<file path="src/sv/afr_pkg.sv">
// afr_pkg: shared types and constants of the addressed frame receiver.
// No dependencies; imported by every afr module.
`default_nettype none

package afr_pkg;

   localparam int MaxPayload = 512;
   localparam int CountWidth = $clog2(MaxPayload + 1);
   localparam int LenWidth   = 16;
   localparam int IndexWidth = 9;
   localparam int QueueDepth = 2;
   localparam int PtrWidth   = (QueueDepth > 1) ? $clog2(QueueDepth) : 1;
   localparam int FillWidth  = $clog2(QueueDepth + 1);

   localparam logic [7:0] MarkFirst  = 8'h23;
   localparam logic [7:0] MarkSecond = 8'h21;

   localparam logic [1:0] RegOwnAddress  = 2'd0;
   localparam logic [1:0] RegSourceLimit = 2'd1;
   localparam logic [1:0] RegFirstTarget = 2'd2;
   localparam logic [1:0] RegSecondTarget = 2'd3;

   localparam logic [1:0] TargetNone   = 2'd0;
   localparam logic [1:0] TargetFirst  = 2'd1;
   localparam logic [1:0] TargetSecond = 2'd2;

   typedef enum logic [2:0] {
      PhaseHunt,
      PhaseMark2,
      PhaseDest,
      PhaseSource,
      PhaseLenHigh,
      PhaseLenLow,
      PhasePayload
   } afr_phase_type;

   typedef struct packed {
      logic [7:0] own_address;
      logic [7:0] source_limit;
      logic [7:0] first_target_source;
      logic [7:0] second_target_source;
   } afr_cfg_type;

   typedef struct packed {
      logic [7:0]            payload_byte;
      logic [7:0]            frame_source;
      logic [IndexWidth-1:0] payload_index;
      logic                  last_of_frame;
   } afr_entry_type;

endpackage

`default_nettype wire

</file>
<file path="src/sv/afr_front.sv">
// afr_front: frame parser; hunts for the header and emits one entry per payload byte.
// Depends on afr_pkg.
`default_nettype none

module afr_front
   import afr_pkg::*;
(
   input  wire logic          clock,
   input  wire logic          reset,
   input  wire logic          step,
   input  wire logic [7:0]    rx_byte,
   input  wire afr_cfg_type   cfg,
   output      logic          push,
   output      afr_entry_type entry
);

   afr_phase_type         phase_ff, phase_in;
   logic [7:0]            source_ff, source_in;
   logic [7:0]            len_high_ff, len_high_in;
   logic [CountWidth-1:0] length_ff, length_in;
   logic [CountWidth-1:0] count_ff, count_in;
   logic [LenWidth-1:0]   frame_len;
   logic [CountWidth-1:0] count_next;
   logic                  last;

   always_ff @(posedge clock) begin
      if (reset) begin
         phase_ff    <= PhaseHunt;
         source_ff   <= '0;
         len_high_ff <= '0;
         length_ff   <= '0;
         count_ff    <= '0;
      end else begin
         phase_ff    <= phase_in;
         source_ff   <= source_in;
         len_high_ff <= len_high_in;
         length_ff   <= length_in;
         count_ff    <= count_in;
      end
   end

   always_comb begin
      phase_in    = phase_ff;
      source_in   = source_ff;
      len_high_in = len_high_ff;
      length_in   = length_ff;
      count_in    = count_ff;
      frame_len   = {len_high_ff, rx_byte};
      count_next  = count_ff + CountWidth'(1);
      last        = LenWidth'(count_next) >= LenWidth'(length_ff);
      push        = 1'b0;
      entry.payload_byte  = rx_byte;
      entry.frame_source  = source_ff;
      entry.payload_index = count_ff[IndexWidth-1:0];
      entry.last_of_frame = last;
      if (step) begin
         case (phase_ff)
            PhaseHunt: begin
               phase_in = (rx_byte == MarkFirst) ? PhaseMark2 : PhaseHunt;
            end
            PhaseMark2: begin
               phase_in = (rx_byte == MarkSecond) ? PhaseDest : PhaseHunt;
            end
            PhaseDest: begin
               phase_in = (rx_byte == cfg.own_address) ? PhaseSource : PhaseHunt;
            end
            PhaseSource: begin
               if (rx_byte < cfg.source_limit) begin
                  source_in = rx_byte;
                  phase_in  = PhaseLenHigh;
               end else begin
                  phase_in = PhaseHunt;
               end
            end
            PhaseLenHigh: begin
               len_high_in = rx_byte;
               phase_in    = PhaseLenLow;
            end
            PhaseLenLow: begin
               if (frame_len == '0 || frame_len > LenWidth'(MaxPayload)) begin
                  phase_in    = PhaseHunt;
                  source_in   = '0;
                  len_high_in = '0;
                  length_in   = '0;
                  count_in    = '0;
               end else begin
                  length_in = frame_len[CountWidth-1:0];
                  phase_in  = PhasePayload;
               end
            end
            PhasePayload: begin
               push     = 1'b1;
               count_in = count_next;
               if (last) begin
                  phase_in    = PhaseHunt;
                  source_in   = '0;
                  len_high_in = '0;
                  length_in   = '0;
                  count_in    = '0;
               end
            end
            default: begin
               phase_in = (rx_byte == MarkFirst) ? PhaseMark2 : PhaseHunt;
            end
         endcase
      end
   end

endmodule

`default_nettype wire

</file>
<file path="src/sv/afr_queue.sv">
// afr_queue: short register queue between parser and output stage.
// Depends on afr_pkg.
`default_nettype none

module afr_queue
   import afr_pkg::*;
(
   input  wire logic          clock,
   input  wire logic          reset,
   input  wire logic          push,
   input  wire afr_entry_type push_entry,
   input  wire logic          pop,
   output      logic          full,
   output      logic          head_valid,
   output      afr_entry_type head_entry
);

   afr_entry_type         slot_ff [QueueDepth];
   logic [PtrWidth-1:0]   wr_ptr_ff, wr_ptr_in;
   logic [PtrWidth-1:0]   rd_ptr_ff, rd_ptr_in;
   logic [FillWidth-1:0]  fill_ff, fill_in;

   function automatic logic [PtrWidth-1:0] next_ptr(input logic [PtrWidth-1:0] ptr);
      logic [PtrWidth-1:0] result;
      result = (ptr == PtrWidth'(QueueDepth - 1)) ? '0 : ptr + PtrWidth'(1);
      return result;
   endfunction

   always_ff @(posedge clock) begin
      if (reset) begin
         wr_ptr_ff <= '0;
         rd_ptr_ff <= '0;
         fill_ff   <= '0;
      end else begin
         wr_ptr_ff <= wr_ptr_in;
         rd_ptr_ff <= rd_ptr_in;
         fill_ff   <= fill_in;
      end
   end

   always_ff @(posedge clock) begin
      if (push) begin
         slot_ff[wr_ptr_ff] <= push_entry;
      end
   end

   always_comb begin
      full       = fill_ff == FillWidth'(QueueDepth);
      head_valid = fill_ff != '0;
      head_entry = slot_ff[rd_ptr_ff];
      wr_ptr_in  = push ? next_ptr(wr_ptr_ff) : wr_ptr_ff;
      rd_ptr_in  = pop ? next_ptr(rd_ptr_ff) : rd_ptr_ff;
      fill_in    = fill_ff;
      if (push && !pop) begin
         fill_in = fill_ff + FillWidth'(1);
      end else if (pop && !push) begin
         fill_in = fill_ff - FillWidth'(1);
      end
   end

endmodule

`default_nettype wire

</file>
<file path="src/sv/afr_back.sv">
// afr_back: output stage; resolves the delivery target and holds the result word.
// Depends on afr_pkg.
`default_nettype none

module afr_back
   import afr_pkg::*;
(
   input  wire logic                  clock,
   input  wire logic                  reset,
   input  wire afr_cfg_type           cfg,
   input  wire logic                  head_valid,
   input  wire afr_entry_type         head_entry,
   output      logic                  pop,
   output      logic                  rsp_valid,
   input  wire logic                  rsp_stall,
   output      logic [7:0]            rsp_payload_byte,
   output      logic [7:0]            rsp_frame_source,
   output      logic [IndexWidth-1:0] rsp_payload_index,
   output      logic [1:0]            rsp_delivery_target,
   output      logic                  rsp_last_of_frame
);

   logic                  valid_ff, valid_in;
   afr_entry_type         word_ff;
   logic [1:0]            target_ff, target_in;

   always_ff @(posedge clock) begin
      if (reset) begin
         valid_ff <= 1'b0;
      end else begin
         valid_ff <= valid_in;
      end
   end

   always_ff @(posedge clock) begin
      if (pop) begin
         word_ff   <= head_entry;
         target_ff <= target_in;
      end
   end

   always_comb begin
      pop = head_valid && (!valid_ff || !rsp_stall);
      if (pop) begin
         valid_in = 1'b1;
      end else if (!rsp_stall) begin
         valid_in = 1'b0;
      end else begin
         valid_in = valid_ff;
      end
      if (head_entry.frame_source == cfg.first_target_source) begin
         target_in = TargetFirst;
      end else if (head_entry.frame_source == cfg.second_target_source) begin
         target_in = TargetSecond;
      end else begin
         target_in = TargetNone;
      end
   end

   assign rsp_valid           = valid_ff;
   assign rsp_payload_byte    = word_ff.payload_byte;
   assign rsp_frame_source    = word_ff.frame_source;
   assign rsp_payload_index   = word_ff.payload_index;
   assign rsp_delivery_target = target_ff;
   assign rsp_last_of_frame   = word_ff.last_of_frame;

endmodule

`default_nettype wire

</file>
<file path="src/sv/addressed_frame_receiver.sv">
// addressed_frame_receiver: top level; register file, parser, queue and output stage.
// Depends on afr_pkg, afr_front, afr_queue, afr_back.
//
//   channel  direction  handshake             word
//   req      in         req_valid/req_stall   rx_byte
//   rsp      out        rsp_valid/rsp_stall   payload byte, source, index, target, last
//   csr      in         APB, pready tied high own_address .. second_target_source
//
// One byte per cycle while req_stall is low, set by the phase register of the parser.
// A payload byte is written to the queue, then registered in the output stage for rsp.
// Reset is synchronous, no sweep; all but queue slots and output word reset at once.
// A two-word queue absorbs rsp stalls; req_stall rises only while it is full.
`default_nettype none

module addressed_frame_receiver
   import afr_pkg::*;
(
   input  wire logic                  clock,
   input  wire logic                  reset,
   input  wire logic                  req_valid,
   output      logic                  req_stall,
   input  wire logic [7:0]            req_rx_byte,
   output      logic                  rsp_valid,
   input  wire logic                  rsp_stall,
   output      logic [7:0]            rsp_payload_byte,
   output      logic [7:0]            rsp_frame_source,
   output      logic [IndexWidth-1:0] rsp_payload_index,
   output      logic [1:0]            rsp_delivery_target,
   output      logic                  rsp_last_of_frame,
   input  wire logic                  csr_psel,
   input  wire logic                  csr_penable,
   input  wire logic                  csr_pwrite,
   input  wire logic [3:0]            csr_paddr,
   input  wire logic [31:0]           csr_pwdata,
   output      logic [31:0]           csr_prdata,
   output      logic                  csr_pready
);

   afr_cfg_type   cfg_ff, cfg_in;
   logic          csr_write;
   logic          step;
   logic          push;
   afr_entry_type push_entry;
   logic          pop;
   logic          full;
   logic          head_valid;
   afr_entry_type head_entry;

   always_ff @(posedge clock) begin
      if (reset) begin
         cfg_ff.own_address          <= 8'd0;
         cfg_ff.source_limit         <= 8'd255;
         cfg_ff.first_target_source  <= 8'd1;
         cfg_ff.second_target_source <= 8'd2;
      end else begin
         cfg_ff <= cfg_in;
      end
   end

   always_comb begin
      csr_pready = 1'b1;
      csr_write  = csr_psel && csr_penable && csr_pwrite && csr_pready;
      cfg_in     = cfg_ff;
      csr_prdata = '0;
      case (csr_paddr[3:2])
         RegOwnAddress: begin
            csr_prdata = {24'd0, cfg_ff.own_address};
            if (csr_write) cfg_in.own_address = csr_pwdata[7:0];
         end
         RegSourceLimit: begin
            csr_prdata = {24'd0, cfg_ff.source_limit};
            if (csr_write) cfg_in.source_limit = csr_pwdata[7:0];
         end
         RegFirstTarget: begin
            csr_prdata = {24'd0, cfg_ff.first_target_source};
            if (csr_write) cfg_in.first_target_source = csr_pwdata[7:0];
         end
         RegSecondTarget: begin
            csr_prdata = {24'd0, cfg_ff.second_target_source};
            if (csr_write) cfg_in.second_target_source = csr_pwdata[7:0];
         end
         default: begin
            csr_prdata = '0;
         end
      endcase
   end

   assign req_stall = full;
   assign step      = req_valid && !full;

   afr_front u_front (
      .clock   (clock),
      .reset   (reset),
      .step    (step),
      .rx_byte (req_rx_byte),
      .cfg     (cfg_ff),
      .push    (push),
      .entry   (push_entry)
   );

   afr_queue u_queue (
      .clock      (clock),
      .reset      (reset),
      .push       (push),
      .push_entry (push_entry),
      .pop        (pop),
      .full       (full),
      .head_valid (head_valid),
      .head_entry (head_entry)
   );

   afr_back u_back (
      .clock               (clock),
      .reset               (reset),
      .cfg                 (cfg_ff),
      .head_valid          (head_valid),
      .head_entry          (head_entry),
      .pop                 (pop),
      .rsp_valid           (rsp_valid),
      .rsp_stall           (rsp_stall),
      .rsp_payload_byte    (rsp_payload_byte),
      .rsp_frame_source    (rsp_frame_source),
      .rsp_payload_index   (rsp_payload_index),
      .rsp_delivery_target (rsp_delivery_target),
      .rsp_last_of_frame   (rsp_last_of_frame)
   );

endmodule

`default_nettype wire

</file>
<file path="config.mk">
export PLATFORM = sky130hd
export DESIGN_NAME = addressed_frame_receiver
export DESIGN_NICKNAME = d
export VERILOG_FILES = /design/src/sv/afr_pkg.sv /design/src/sv/afr_front.sv /design/src/sv/afr_queue.sv /design/src/sv/afr_back.sv /design/src/sv/addressed_frame_receiver.sv
export SDC_FILE = /design/constraint.sdc
export NUM_CORES = 1
export LEC_CHECK = 0
export ABC_AREA = 1
export BUFFER_PORTS_ARGS = -buffer_cell sky130_fd_sc_hd__buf_2
export CORE_MARGIN = 2
export CORE_UTILIZATION = 45
export CTS_CLUSTER_SIZE = 10
export DETAILED_ROUTE_END_ITERATION = 12
export HOLD_SLACK_MARGIN = 0.12
export PLACE_DENSITY = 0.65
export SLEW_MARGIN = 40
export SYNTH_ARGS = -nofsm -noshare
export SYNTH_HDL_FRONTEND = slang
export SYNTH_HIERARCHICAL = 1
export SYNTH_SLANG_ARGS = --single-unit
</file>
<file path="constraint.sdc">
create_clock -name clock -period 8.46 [get_ports clock]
set_clock_uncertainty 0.05 [all_clocks]
set_input_delay 0.846 -clock clock [delete_from_list [all_inputs] [get_ports clock]]
set_output_delay 0.846 -clock clock [all_outputs]
set_load 0.01 [all_outputs]
</file>
==> results.env, run 1 <==
SYNTH-WARNING-COUNT=6
STD_CELL_ROWS=48
POST_SYNTH_MOST_FREQUENT_CELLS='214 x sky130_fd_sc_hd__nand2_1, 133 x sky130_fd_sc_hd__nor2_1, 101 x sky130_fd_sc_hd__inv_1'
YS.FLOP_TYPE='sky130_fd_sc_hd__edfxtp_1'
YOSYSTOPAREACELL='sky130_fd_sc_hd__edfxtp_1'
DIODES=0
AVGSYNTHCELLAREA_UM2=8.68
SYNTH_EDF_COUNT=80
TIMING.CRITICAL_PATH.SLOWEST_STAGE_CELL='sky130_fd_sc_hd__o21ai_2'
VIAS_PER_CELL=4.73
DRT_FIRST_PASS_ITERS=6
GLOBAL_ROUTE.USAGE.TOTAL=0.177
COREAREA_UM2=17200
CRITPATHMAXFANOUT=20
INITIAL_CORE_UTILIZATION=0.456
POWER_DENSITY_nW_PER_UM2=232
DETAILEDROUTE.FIRSTITERATIONVIOLATIONS=351
DIE_Y_UM=136
MIN_PATH_TYPE='flip-flop to flip-flop'
WORST_EP_ARRIVAL_TIME_NS=3.56
SYNTH_TOP_CELL_AREA_SHARE=0.307
CP.REQUIRED_NS=8.77
CLOCKBUFFERDEPTH=2
YOSYS_REGISTER_BITS=157
CTS_HOLD_REPAIR.BUFFERS=0
SYNTH.TOP_CELLS.BY_AREA='sky130_fd_sc_hd__edfxtp_1 31%, sky130_fd_sc_hd__dfxtp_1 20%, sky130_fd_sc_hd__nand2_1 10%'
ENDPOINT_KIND='flip-flop'
GRT_REMAINING_OVERFLOW=0
FIN_SETUP_TNS_NS=0
PERIOD_MINUS_SLACK_NS=3.25
WORSTSKEWPAIRLATENCY_NS=0.43
POST_SYNTH_INSTANCE_AREA_UM2=7830
NUMCLOCKSINKS=157
SYNTH_CELLS=902
FIN_TOTAL_PWR_W=0.00202
NUMCTSBUFFERS=17
PATH_CELLS='ha_1 -> nand3_1 -> inv_1 -> nand2_1 -> xor2_1 -> inv_1 -> ha_1 -> nand2_1 -> a21oi_1 -> nor2_1 -> nand3_1 -> o21ai_2 -> o21ai_0 -> a21oi_1'
CTS_TREE='yes'
WORSTSETUPPATHTYPE='flip-flop to flip-flop'
FLOORPLAN.DIE.WIDTH_UM=136
SETUP-VIOLATIONS-FINAL=0
DRTANTENNAVIOLNETS=0
ROUTED-VIA-COUNT=5604
MET3_USAGE=0.0350
SYNTH-SEQ-AREA-SHARE=0.504
TIMING.CRITICAL_PATH.MAX_DELAY_FAMILY='compound AO/OA/AOI/OAI gates'
CLOCK_ROOT_CELL='sky130_fd_sc_hd__clkbuf_16'
SYNTH_CELL_TYPE_COUNT=39
WORSTSETUPSTARTPOINTTYPE='flip-flop'
FINALWIRELENGTH_UM=15700
GRT_FIRST_PASS_WIRELENGTH_UM=25100
ANTENNA_FOUND_INITIAL=0
MIN_PERIOD_OVER_PERIOD=0.384
VIAS_IN_THE_FIRST_GLOBAL_ROUTE=4916
SYN_TO_FINAL_GROWTH_PCT=10.9
STATUS='finished, final reports clean'
CRITICAL_PATH_BUF_INV_COUNT=2
FINALWEIGHTEDCONGESTION=0.838
CRIT_PATH_MAX_INCR_DELAY_NS=0.66
GRT_USE_MET1=0.257
MAX_FREQ_MHz=308
HTREE_NUM_LEVELS=4
HPWLAFTERDP_UM=11100
LEAKAGE_nW=3.86
CTS_RESIZED=0
POSTCTSSETUPBUFFERS=0
GRT.MET2_USAGE=0.265
DRIVE_GT1_FRAC=0.168
VDD_IR_DROP_MAX_uV=145
R2R_SLACK_NS=5.21
DRC_ERRORS=0
DIEAREA_UM2=18500
MAX_CAP_VIOLATIONS=0
NETS=1018
ROUTED_WIRE_LENGTH_PER_INSTANCE_UM=13.2
IO-PIN-COUNT=114
SYNTH-ASYNC-RESET-RATIO=0
TIMING.MAX_SLEW.REL_SLACK=0.478
YOSYS.CELL_COUNT.TOP_TYPE='sky130_fd_sc_hd__nand2_1'
IO_BUFFERS=62
HOLD_VIOLATIONS=0
UNREPAIRED_SETUP_ENDPOINTS_AFTER_GLOBAL_ROUTING='no'
WORST_SETUP_HOLD_PATH_CLK_SLEW_NS=0.07
FINALMAXSLEWVIOLATIONS=0
GRT_MAX_DEGREE=33
GLOBALROUTE.BUSIESTLAYER='met2'
WORST_MAX_SLEW_PIN_SLEW_NS=0.782
-- metal layers --
metal	vias to the layer above	routed length, um
met5	-	0
met4	0	139
met3	11	698
met2	130	7070
met1	2543	7810
li1	2920	-
-- sequential cells by signal (all words and copies together) (netlist names), 9 cells and up, named ones only --
signal / cells
u_back/rsp_payload_index: 9
u_queue/slot_ff: 52
u_front/length_ff: 10
cfg_ff: 32
u_front/count_ff: 10
-- power by group --
group | leakage [nW] | total (W) | internal [W] | switching (W)
combinational | 2.26 | 0.000357 | 0.000137 | 0.000220
clock | 0.281 | 0.000747 | 0.000416 | 0.000331
sequential | 1.33 | 0.000915 | 0.000894 | 0.0000207
total | 3.86 | 0.00202 | 0.00145 | 0.000571
-- cells by family after synthesis --
logic type                 Yosys count  share of synthesized area
and+or+nand+nor                    458                      0.251
DFF                                157                      0.504
AOI/OAI and AO/OA                   49                     0.0345
other                                2                   0.000959
xor gates and xnor gates            16                     0.0179
muxes                               26                     0.0470
buffers and inverters              175                      0.114
adders and majority gates           19                     0.0304
-- worst paths after layout --
| path | depth (start not counted) | end | startpoint |
|---|---|---|---|
| max | 14 | u_front/length_ff[9]$_SDFFE_PP0P_ | u_front/count_ff[0]$_SDFFE_PP0P_ |
| min | 0 | u_queue/slot_ff[1][15]$_DFFE_PP_ | u_front/source_ff[5]$_SDFFE_PP0P_ |
| min reg2reg | 0 | u_queue/slot_ff[1][15]$_DFFE_PP_ | u_front/source_ff[5]$_SDFFE_PP0P_ |
| max reg2reg | 14 | u_front/length_ff[9]$_SDFFE_PP0P_ | u_front/count_ff[0]$_SDFFE_PP0P_ |
-- cell usage in the layout (no fill, tap or decap), drive strengths merged --
master      n
ha         19
dfxtp      77
bufinv      1
a21oi      21
mux2       26
o21a        1
clkinv      8
xnor2       6
clkbuf     17
o21bai      1
inv       117
nand3      71
clkinvlp    2
nor2      145
nand2     218
o21ai      16
conb       25
xor2       10
a31oi       7
nor3        8
a21boi      1
edfxtp     80
nand4      14
buf        66
or2         2
a21o        2
-- layout make-up --
type	instances	area, um2
fillers	1631	8490
well taps	225	282
multi-input cells	593	3100
repair buffers	66	348
clock inverters	15	156
clock buffers	17	425
inverters	113	430
flip-flops and latches	157	3940
-- per-stage QoR --
stage	area, um2	std cells	hold WS, ns	setup slack, ns	util
final	8680	1186	0.417	5.21	0.506
after CTS	8680	1186	0.417	5.31	0.505
after global routing	8680	1186	0.446	4.83	0.506
after detailed placement	8100	1154	0.401	5.32	0.471
after global placement	8080	1153	0.385	5.38	0.470
after floorplan	7920	925	0.376	5.22	-
(Power assumes the default switching activity.)
==> inputs of run 2 (changes only) <==
--- a/config.mk
+++ b/config.mk
@@ -5,14 +5,14 @@
 export SDC_FILE = /design/constraint.sdc
 export NUM_CORES = 1
 export LEC_CHECK = 0
-export ABC_AREA = 1
+export ABC_AREA = 0
 export BUFFER_PORTS_ARGS = -buffer_cell sky130_fd_sc_hd__buf_2
 export CORE_MARGIN = 2
 export CORE_UTILIZATION = 45
 export CTS_CLUSTER_SIZE = 10
 export DETAILED_ROUTE_END_ITERATION = 12
 export HOLD_SLACK_MARGIN = 0.12
-export PLACE_DENSITY = 0.65
+export PLACE_DENSITY = 0.68
 export SLEW_MARGIN = 40
 export SYNTH_ARGS = -nofsm -noshare
 export SYNTH_HDL_FRONTEND = slang
==> constraint.sdc (replaced) <==
create_clock -name clock -period 2.6 [get_ports clock]
set_clock_uncertainty 0.05 [all_clocks]
set_input_delay 0.26 -clock clock [delete_from_list [all_inputs] [get_ports clock]]
set_output_delay 0.26 -clock clock [all_outputs]
set_load 0.01 [all_outputs]
==> results.env, run 2 <==
ENDPOINT_KIND='flip-flop'
LARGEST_REG_FLOPS=52
SYNTH_CELLS=629
POWER_DENSITY_nW_PER_UM2=611
DRIVE_GT1_FRAC=0.283
IO-PIN-COUNT=114
TIMING.HOLD.WORST_PATH_DEPTH=3
PART_OF_THE_POWER_IN_REGISTERS=0.472
REGTOREGSTARTPOINT='u_front/count_ff[0]$_SDFFE_PP0P_'
SYNTH.TOP_CELLS.BY_AREA='sky130_fd_sc_hd__edfxtp_1 32%, sky130_fd_sc_hd__dfxtp_1 21%, sky130_fd_sc_hd__mux2i_1 6.8%'
MOST-COMMON-LAYOUT-CELLS='80 x sky130_fd_sc_hd__edfxtp_1, 70 x sky130_fd_sc_hd__dfxtp_1, 62 x sky130_fd_sc_hd__buf_2, 51 x sky130_fd_sc_hd__mux2i_1, 50 x sky130_fd_sc_hd__nand2_1'
FILLCELLCOUNT=1331
WORST_EP_ARRIVAL_TIME_NS=3.03
STD_CELL_ROWS=47
UNREPAIRED_SETUP_ENDPOINTS_AFTER_GLOBAL_ROUTING='yes'
SYNTH_TOP_CELL_AREA_SHARE=0.322
SYNTH_EDF_COUNT=80
SYNTH_CELL_TYPE_COUNT=61
CP.REQUIRED_NS=2.85
COREAREA_UM2=16400
R2R_SLACK_NS=-0.17
FIN_TOTAL_PWR_W=0.00550
WORSTHOLDENDPOINT='u_front/len_high_ff[3]$_SDFFE_PP0P_'
GRT_FIRST_PASS_WIRELENGTH_UM=25900
LEAKAGE_nW=3.62
ROUTED-VIA-COUNT=4961
SYNTH-ASYNC-RESET-RATIO=0
MAX_CAP_VIOLATIONS=0
P_SWITCHING_W=0.00111
CTS_TREE='yes'
STATUS='complete, but fails checks'
PERIOD_MINUS_SLACK_NS=2.77
FIN_SETUP_TNS_NS=-3.49
BIGGESTREGSBYFLOPS='u_queue/slot_ff x52, cfg_ff x32'
WORSTSETUPPATHTYPE='flip-flop to flip-flop'
CLOCK_ROOT_CELL='sky130_fd_sc_hd__clkbuf_16'
GRT_REMAINING_OVERFLOW=0
GRT_MAX_DEGREE=54
COMBINATIONALPOWERSHARE=0.043
SYNTH.MUX.AREA_FRACTION=0.136
REG2REGPATHDEPTH=10
SYNTH_SIMPLE_GATE_AREA_SHARE=0.130
SYNTH-SEQ-AREA-SHARE=0.528
HTREE_NUM_LEVELS=4
LAYOUT.CELLS.MOST_COMMON='sky130_fd_sc_hd__edfxtp_1'
WORST_SETUP_HOLD_PATH_CLK_SLEW_NS=0.06
POST_SYNTH_MOST_FREQUENT_CELLS='80 x sky130_fd_sc_hd__edfxtp_1, 77 x sky130_fd_sc_hd__dfxtp_1, 52 x sky130_fd_sc_hd__nand2_1'
SYNTH_COMPOUND_AREA_FRAC=0.0545
INTERNAL_POWER_W=0.00438
SWSHARE=0.202
MAIN_COMBINATIONAL_CELL_FAMILY_BY_AREA_AFTER_SYNTHESIS='multiplexers'
YS.FLOP_TYPE='sky130_fd_sc_hd__edfxtp_1'
ROUTED_WIRE_LENGTH_PER_INSTANCE_UM=17.2
FLOORPLAN.DIE.WIDTH_UM=133
YOSYS.CELL_COUNT.TOP_TYPE='sky130_fd_sc_hd__edfxtp_1'
HPWLAFTERDP_UM=11100
FAILED_CHECKS='setup timing'
FINAL.HOLD.WORST_SLACK_NS=0.191
FINALWEIGHTEDCONGESTION=0.863
R2R-END='u_front/len_high_ff[2]$_SDFFE_PP0P_'
FINALMAXSLEWVIOLATIONS=0
WORST_MAX_SLEW_PIN_SLEW_NS=0.667
CRITPATHMAXFANOUT=8
WORSTSETUPSTARTPOINTTYPE='flip-flop'
NUMCLOCKSINKS=157
INITIAL_CORE_UTILIZATION=0.455
VIAS_IN_THE_FIRST_GLOBAL_ROUTE=4967
ADDER_CELL_SHARE_OF_THE_SYNTHESIZED_AREA=0.0319
HOLD_VIOLATIONS=0
SYNTH_XOR_XNOR_AREA_SHARE=0.0434
WORSTSKEWPAIRLATENCY_NS=0.42
SYN_TO_FINAL_GROWTH_PCT=20.5
VIAS_PER_CELL=5.23
DRT_FIRST_PASS_ITERS=5
MAX_FREQ_MHz=360
WORST_HOLD_STARTPOINT='req_rx_byte[3]'
YOSYSTOPAREACELL='sky130_fd_sc_hd__edfxtp_1'
P_CLK_FRAC=0.485
POST_SYNTH_INSTANCE_AREA_UM2=7460
FINALWIRELENGTH_UM=16400
CLOCKBUFFERDEPTH=2
DRC_ERRORS=0
DIODES=0
DRTANTENNAVIOLNETS=0
GLOBAL_ROUTE.USAGE.TOTAL=0.190
NETS=786
SYNTH-WARNING-COUNT=6
REGISTERS.TOP_BY_FF_COUNT='u_queue/slot_ff'
DIE_Y_UM=133
MIN_PERIOD_OVER_PERIOD=1.07
DIEAREA_UM2=17600
PLACEMENT.SETUP.WORST_SLACK_NS=-0.220
ANTENNA_FOUND_INITIAL=0
MIN_PATH_TYPE='input pin to flip-flop'
NUMCTSBUFFERS=17
TIMING.MAX_SLEW.REL_SLACK=0.551
AVGSYNTHCELLAREA_UM2=11.9
POST_LAYOUT_UTIL=0.548
IO_BUFFERS=62
SETUP-VIOLATIONS-FINAL=33
VDD_IR_DROP_MAX_uV=486
DETAILEDROUTE.FIRSTITERATIONVIOLATIONS=334
FINAL_WORST_SLACK_NS=-0.174
YOSYS_REGISTER_BITS=157
[run 2: area by class of cell]
type / count / area [um2] / share of cell area
tap: 220 / 275 / 0.0306
inverter: 23 / 86.3 / 0.00960
timing repair buffer: 113 / 772 / 0.0859
sequential: 157 / 3960 / 0.441
clock buffer: 22 / 444 / 0.0494
multi-input combinational: 404 / 3260 / 0.363
clock inverter: 10 / 188 / 0.0209
[run 2: logic make-up after synthesis]
kind of cell / Yosys count
compound gates: 57
xor+xnor: 37
fa+ha+maj: 19
buf+inv: 91
flops: 157
mux: 85
other cells: 2
simple gates: 181
[run 2: how the worst max path moves through the flow]
stage,startpoint,endpoint,slack (ns),depth (start not counted)
after CTS,u_front/count_ff[0]$_SDFFE_PP0P_,u_front/len_high_ff[2]$_SDFFE_PP0P_,-0.11,11
after global routing,u_front/count_ff[0]$_SDFFE_PP0P_,u_front/len_high_ff[6]$_SDFFE_PP0P_,-0.29,11
after global placement,u_front/count_ff[1]$_SDFFE_PP0P_,u_front/len_high_ff[6]$_SDFFE_PP0P_,-0.16,11
after floorplan,u_front/count_ff[0]$_SDFFE_PP0P_,u_front/len_high_ff[0]$_SDFFE_PP0P_,-0.06,12
final,u_front/count_ff[0]$_SDFFE_PP0P_,u_front/len_high_ff[2]$_SDFFE_PP0P_,-0.17,10
after detailed placement,u_front/count_ff[3]$_SDFFE_PP0P_,u_front/len_high_ff[2]$_SDFFE_PP0P_,-0.22,10
[run 2: layer usage]
layer  global-route usage  up-vias  part of all wire
met2                0.306      176              0.49
met1                0.247     2418              0.44
met3               0.0510       21             0.061
li1                     -     2346                 -
met5                    0        -                 0
met4               0.0711        0             0.017
[run 2: metrics by stage]
stage / std cells / instance area (um2)
after floorplan: 652 / 7650
after global placement: 902 / 8050
after detailed placement: 902 / 8050
after CTS: 949 / 8960
after global routing: 949 / 8990
final: 949 / 8990
[run 2: repair_timing]
item | in CTS | in global routing
pin swaps | 14 | 3
hold endpoints to repair | 23 | 0
hold buffers | 9 | 0
resized for setup | 35 | 8
endpoints found under the setup margin | 36 | 42
buffers inserted | 5 | 1
cloned | 1 | 0
[run 2: critical path, stage by stage, from the launching register on]
cell,delay [ns]
sky130_fd_sc_hd__dfxtp_4,0.37
sky130_fd_sc_hd__ha_4,0.17
sky130_fd_sc_hd__buf_4,0.13
sky130_fd_sc_hd__buf_4,0.14
sky130_fd_sc_hd__xor2_1,0.17
sky130_fd_sc_hd__ha_1,0.29
sky130_fd_sc_hd__nand2_1,0.05
sky130_fd_sc_hd__o41a_1,0.51
sky130_fd_sc_hd__a21o_1,0.21
sky130_fd_sc_hd__a211o_4,0.41
sky130_fd_sc_hd__mux2i_1,0.15
[run 2: power by group through the flow]
stage | registers, W | logic [W] | clock network, W
finish | 0.00259 | 0.000236 | 0.00266
global route | 0.00259 | 0.000253 | 0.00279
CTS | 0.00259 | 0.000232 | 0.00270
detailed placement | 0.00265 | 0.000219 | 0
global placement | 0.00265 | 0.000214 | 0
floorplan | 0.00265 | 0.000171 | 0
==> inputs of run 3 (changes only) <==
--- a/config.mk
+++ b/config.mk
@@ -12,9 +12,8 @@
 export CTS_CLUSTER_SIZE = 10
 export DETAILED_ROUTE_END_ITERATION = 12
 export HOLD_SLACK_MARGIN = 0.12
-export PLACE_DENSITY = 0.68
+export PLACE_DENSITY = 0.69
 export SLEW_MARGIN = 40
 export SYNTH_ARGS = -nofsm -noshare
 export SYNTH_HDL_FRONTEND = slang
-export SYNTH_HIERARCHICAL = 1
 export SYNTH_SLANG_ARGS = --single-unit
==> results.env, run 3 <==
SYNTH-WARNING-COUNT=0
WORST_MAX_SLEW_PIN_SLEW_NS=0.772
IO-PIN-COUNT=114
CLOCK_ROOT_CELL='sky130_fd_sc_hd__clkbuf_16'
PATH_CELLS='and3_4 -> nand3_4 -> nor2_4 -> nand3_2 -> xnor2_1 -> ha_1 -> nand4_1 -> o31ai_4 -> o31ai_4 -> buf_6 -> nor3_4 -> buf_6 -> mux2i_1'
YOSYS.CELL_COUNT.TOP_TYPE='sky130_fd_sc_hd__edfxtp_1'
MOST-COMMON-LAYOUT-CELLS='80 x sky130_fd_sc_hd__edfxtp_1, 72 x sky130_fd_sc_hd__dfxtp_1, 62 x sky130_fd_sc_hd__buf_2, 45 x sky130_fd_sc_hd__buf_4, 41 x sky130_fd_sc_hd__mux2i_1'
VIAS_PER_CELL=5.35
IO_BUFFERS=62
INITIAL_CORE_UTILIZATION=0.460
CRIT_PATH_MAX_INCR_DELAY_NS=0.40
SYNTH_EDF_COUNT=80
CRITICAL_PATH_BUF_INV_COUNT=2
FINALWIRELENGTH_UM=15200
DIODES=0
YS.FLOP_TYPE='sky130_fd_sc_hd__edfxtp_1'
MIN_PERIOD_OVER_PERIOD=1.09
FINALWEIGHTEDCONGESTION=0.869
HPWLAFTERDP_UM=10400
WORST_SETUP_HOLD_PATH_CLK_SLEW_NS=0.06
TIMING.CRITICAL_PATH.MAX_DELAY_FAMILY='simple AND/OR/NAND/NOR gates'
GRT_REMAINING_OVERFLOW=0
HIGHEST_METAL_USED='met4'
DETAILEDROUTE.FIRSTITERATIONVIOLATIONS=373
WORST_EP_ARRIVAL_TIME_NS=3.13
YOSYSTOPAREACELL='sky130_fd_sc_hd__edfxtp_1'
VIAS_IN_THE_FIRST_GLOBAL_ROUTE=4681
SYNTH-SEQ-AREA-SHARE=0.566
COREAREA_UM2=15100
MET1WIRELENGTH_UM=6980
STD_CELL_ROWS=45
POST_SYNTH_MOST_FREQUENT_CELLS='80 x sky130_fd_sc_hd__edfxtp_1, 77 x sky130_fd_sc_hd__dfxtp_1, 41 x sky130_fd_sc_hd__mux2i_1'
ENDPOINT_KIND='flip-flop'
CRITPATHMAXFANOUT=5
FINALMAXSLEWVIOLATIONS=0
PERIOD_MINUS_SLACK_NS=2.83
GRT_FIRST_PASS_WIRELENGTH_UM=23800
FILLCELLCOUNT=1206
MAX_FREQ_MHz=354
WORSTSKEWPAIRLATENCY_NS=0.42
ROUTED-VIA-COUNT=4775
LEAKAGE_nW=3.47
POST_SYNTH_INSTANCE_AREA_UM2=6960
ROUTED_WIRE_LENGTH_PER_INSTANCE_UM=17.0
BIGGESTREGSBYFLOPS='u_queue.slot_ff x52, cfg_ff x32'
DRC_ERRORS=0
REGISTERS.TOP_BY_FF_COUNT='u_queue.slot_ff'
DRT_FIRST_PASS_ITERS=5
ROUTE.MET2.WL_UM=7080
WORSTSETUPPATHTYPE='flip-flop to flip-flop'
NETS=761
FIN_SETUP_TNS_NS=-7.05
GRT_MAX_DEGREE=35
TIMING.MAX_SLEW.REL_SLACK=0.480
AVGSYNTHCELLAREA_UM2=12.1
FLOORPLAN.DIE.WIDTH_UM=128
LARGEST_REG_FLOPS=52
MULTIINPUTGATEAREA_UM2=2920
POWER_DENSITY_nW_PER_UM2=737
DIEAREA_UM2=16500
SYNTH_TOP_CELL_AREA_SHARE=0.345
LAYOUT.CELLS.MOST_COMMON='sky130_fd_sc_hd__edfxtp_1'
UNREPAIRED_SETUP_ENDPOINTS_AFTER_GLOBAL_ROUTING='yes'
CTS_TREE='yes'
SYNTH.TOP_CELLS.BY_AREA='sky130_fd_sc_hd__edfxtp_1 35%, sky130_fd_sc_hd__dfxtp_1 22%, sky130_fd_sc_hd__mux2i_1 5.9%'
MAX_CAP_VIOLATIONS=0
SETUP-VIOLATIONS-FINAL=38
NUMCTSBUFFERS=17
POST_LAYOUT_UTIL=0.567
VDD_IR_DROP_MAX_uV=486
ANTENNA_FOUND_INITIAL=0
HTREE_NUM_LEVELS=4
FAILED_CHECKS='setup timing'
SYNTH_CELL_TYPE_COUNT=51
SYNTH-ASYNC-RESET-RATIO=0
MIN_PATH_TYPE='input pin to flip-flop'
SYN_TO_FINAL_GROWTH_PCT=23.3
CP.REQUIRED_NS=2.90
GLOBAL_ROUTE.USAGE.TOTAL=0.190
YOSYS_REGISTER_BITS=157
DETAILROUTE.WIRELENGTH.MET3_UM=849
DRIVE_GT1_FRAC=0.284
WORSTSETUPSTARTPOINTTYPE='flip-flop'
DIE_Y_UM=128
SYNTH_CELLS=576
CLOCKBUFFERDEPTH=2
HOLD_VIOLATIONS=0
AREA.SEQUENTIAL_UM2=3960
FINAL_WORST_SLACK_NS=-0.227
NUMCLOCKSINKS=157
STATUS='complete, but fails checks'
DRTANTENNAVIOLNETS=0
TIMING.CRITICAL_PATH.SLOWEST_STAGE_CELL='sky130_fd_sc_hd__o31ai_4'
run 3: final timing paths:
path | slack, ns | depth (start not counted) | endpoint | start
min reg2reg | 0.41 | 2 | u_front.len_high_ff[6]$_SDFFE_PP0P_ | u_front.len_high_ff[6]$_SDFFE_PP0P_
max reg2reg | -0.23 | 13 | u_front.len_high_ff[3]$_SDFFE_PP0P_ | u_front.count_ff[1]$_SDFFE_PP0P_
min | 0.14 | 3 | u_front.len_high_ff[0]$_SDFFE_PP0P_ | req_rx_byte[0]
max | -0.23 | 13 | u_front.len_high_ff[3]$_SDFFE_PP0P_ | u_front.count_ff[1]$_SDFFE_PP0P_
run 3: stage by stage:
stage | cells | hold WS [ns] | cell area, um2 | power, W | setup slack, ns
after CTS | 889 | 0.125 | 8500 | 0.00635 | -0.240
final | 892 | 0.144 | 8590 | 0.00633 | -0.227
after detailed placement | 846 | 0.401 | 7790 | 0.00392 | -0.340
after floorplan | 599 | 0.309 | 7180 | 0.00360 | -0.200
after global routing | 892 | 0.147 | 8590 | 0.00657 | -0.358
after global placement | 846 | 0.392 | 7790 | 0.00390 | -0.235
run 3: final cells by class:
type | instances | area share
clock buffers | 22 | 0.0541
well taps | 188 | 0.0274
clock inverters | 10 | 0.0131
flip-flops and latches | 157 | 0.461
repair buffers | 120 | 0.0922
multi-input cells | 366 | 0.340
inverters | 29 | 0.0127
run 3: cells by family (layout without fill, tap and decap cells):
logic type                 count (synthesis)  count (layout)  synth area share
muxes                                     67              67             0.114
xor gates and xnor gates                  37              37            0.0465
and+or+nand+nor                          147             147             0.107
other                                      2              25           0.00108
AOI/OAI and AO/OA                         71              71            0.0755
adders and majority gates                 19              19            0.0341
buffers and inverters                     76             181            0.0555
DFF                                      157             157             0.566
run 3: what timing repair did:
action                                  in CTS  in global routing
endpoints found under the setup margin      36                 38
hold endpoints to repair                    31                  0
cloned                                       0                  0
pin swaps                                    8                  8
resized for setup                            8                 13
hold buffers                                 9                  0
buffers inserted                             2                  3
run 3: layer usage:
metal / vias to the layer above / GRT usage
met2: 162 / 0.302
met3: 27 / 0.0466
li1: 2293 / -
met4: 0 / 0.0756
met5: - / 0
met1: 2293 / 0.251
run 3: worst register-to-register path, delay by kind of cell (launching register included):
family          cells  cell delay (ns)
flops               1             0.37
xor+xnor            1             0.15
mux                 1             0.19
fa+ha+maj           1             0.30
compound gates      2             0.54
simple gates        6             0.83
buf+inv             2             0.33
run 3: power breakdown:
| part | leakage (nW) | total (W) | internal, W | switching, W |
|---|---|---|---|---|
| Combinational | 1.81 | 0.000938 | 0.000376 | 0.000561 |
| Clock | 0.281 | 0.00242 | 0.00146 | 0.000961 |
| Sequential | 1.38 | 0.00297 | 0.00287 | 0.0000972 |
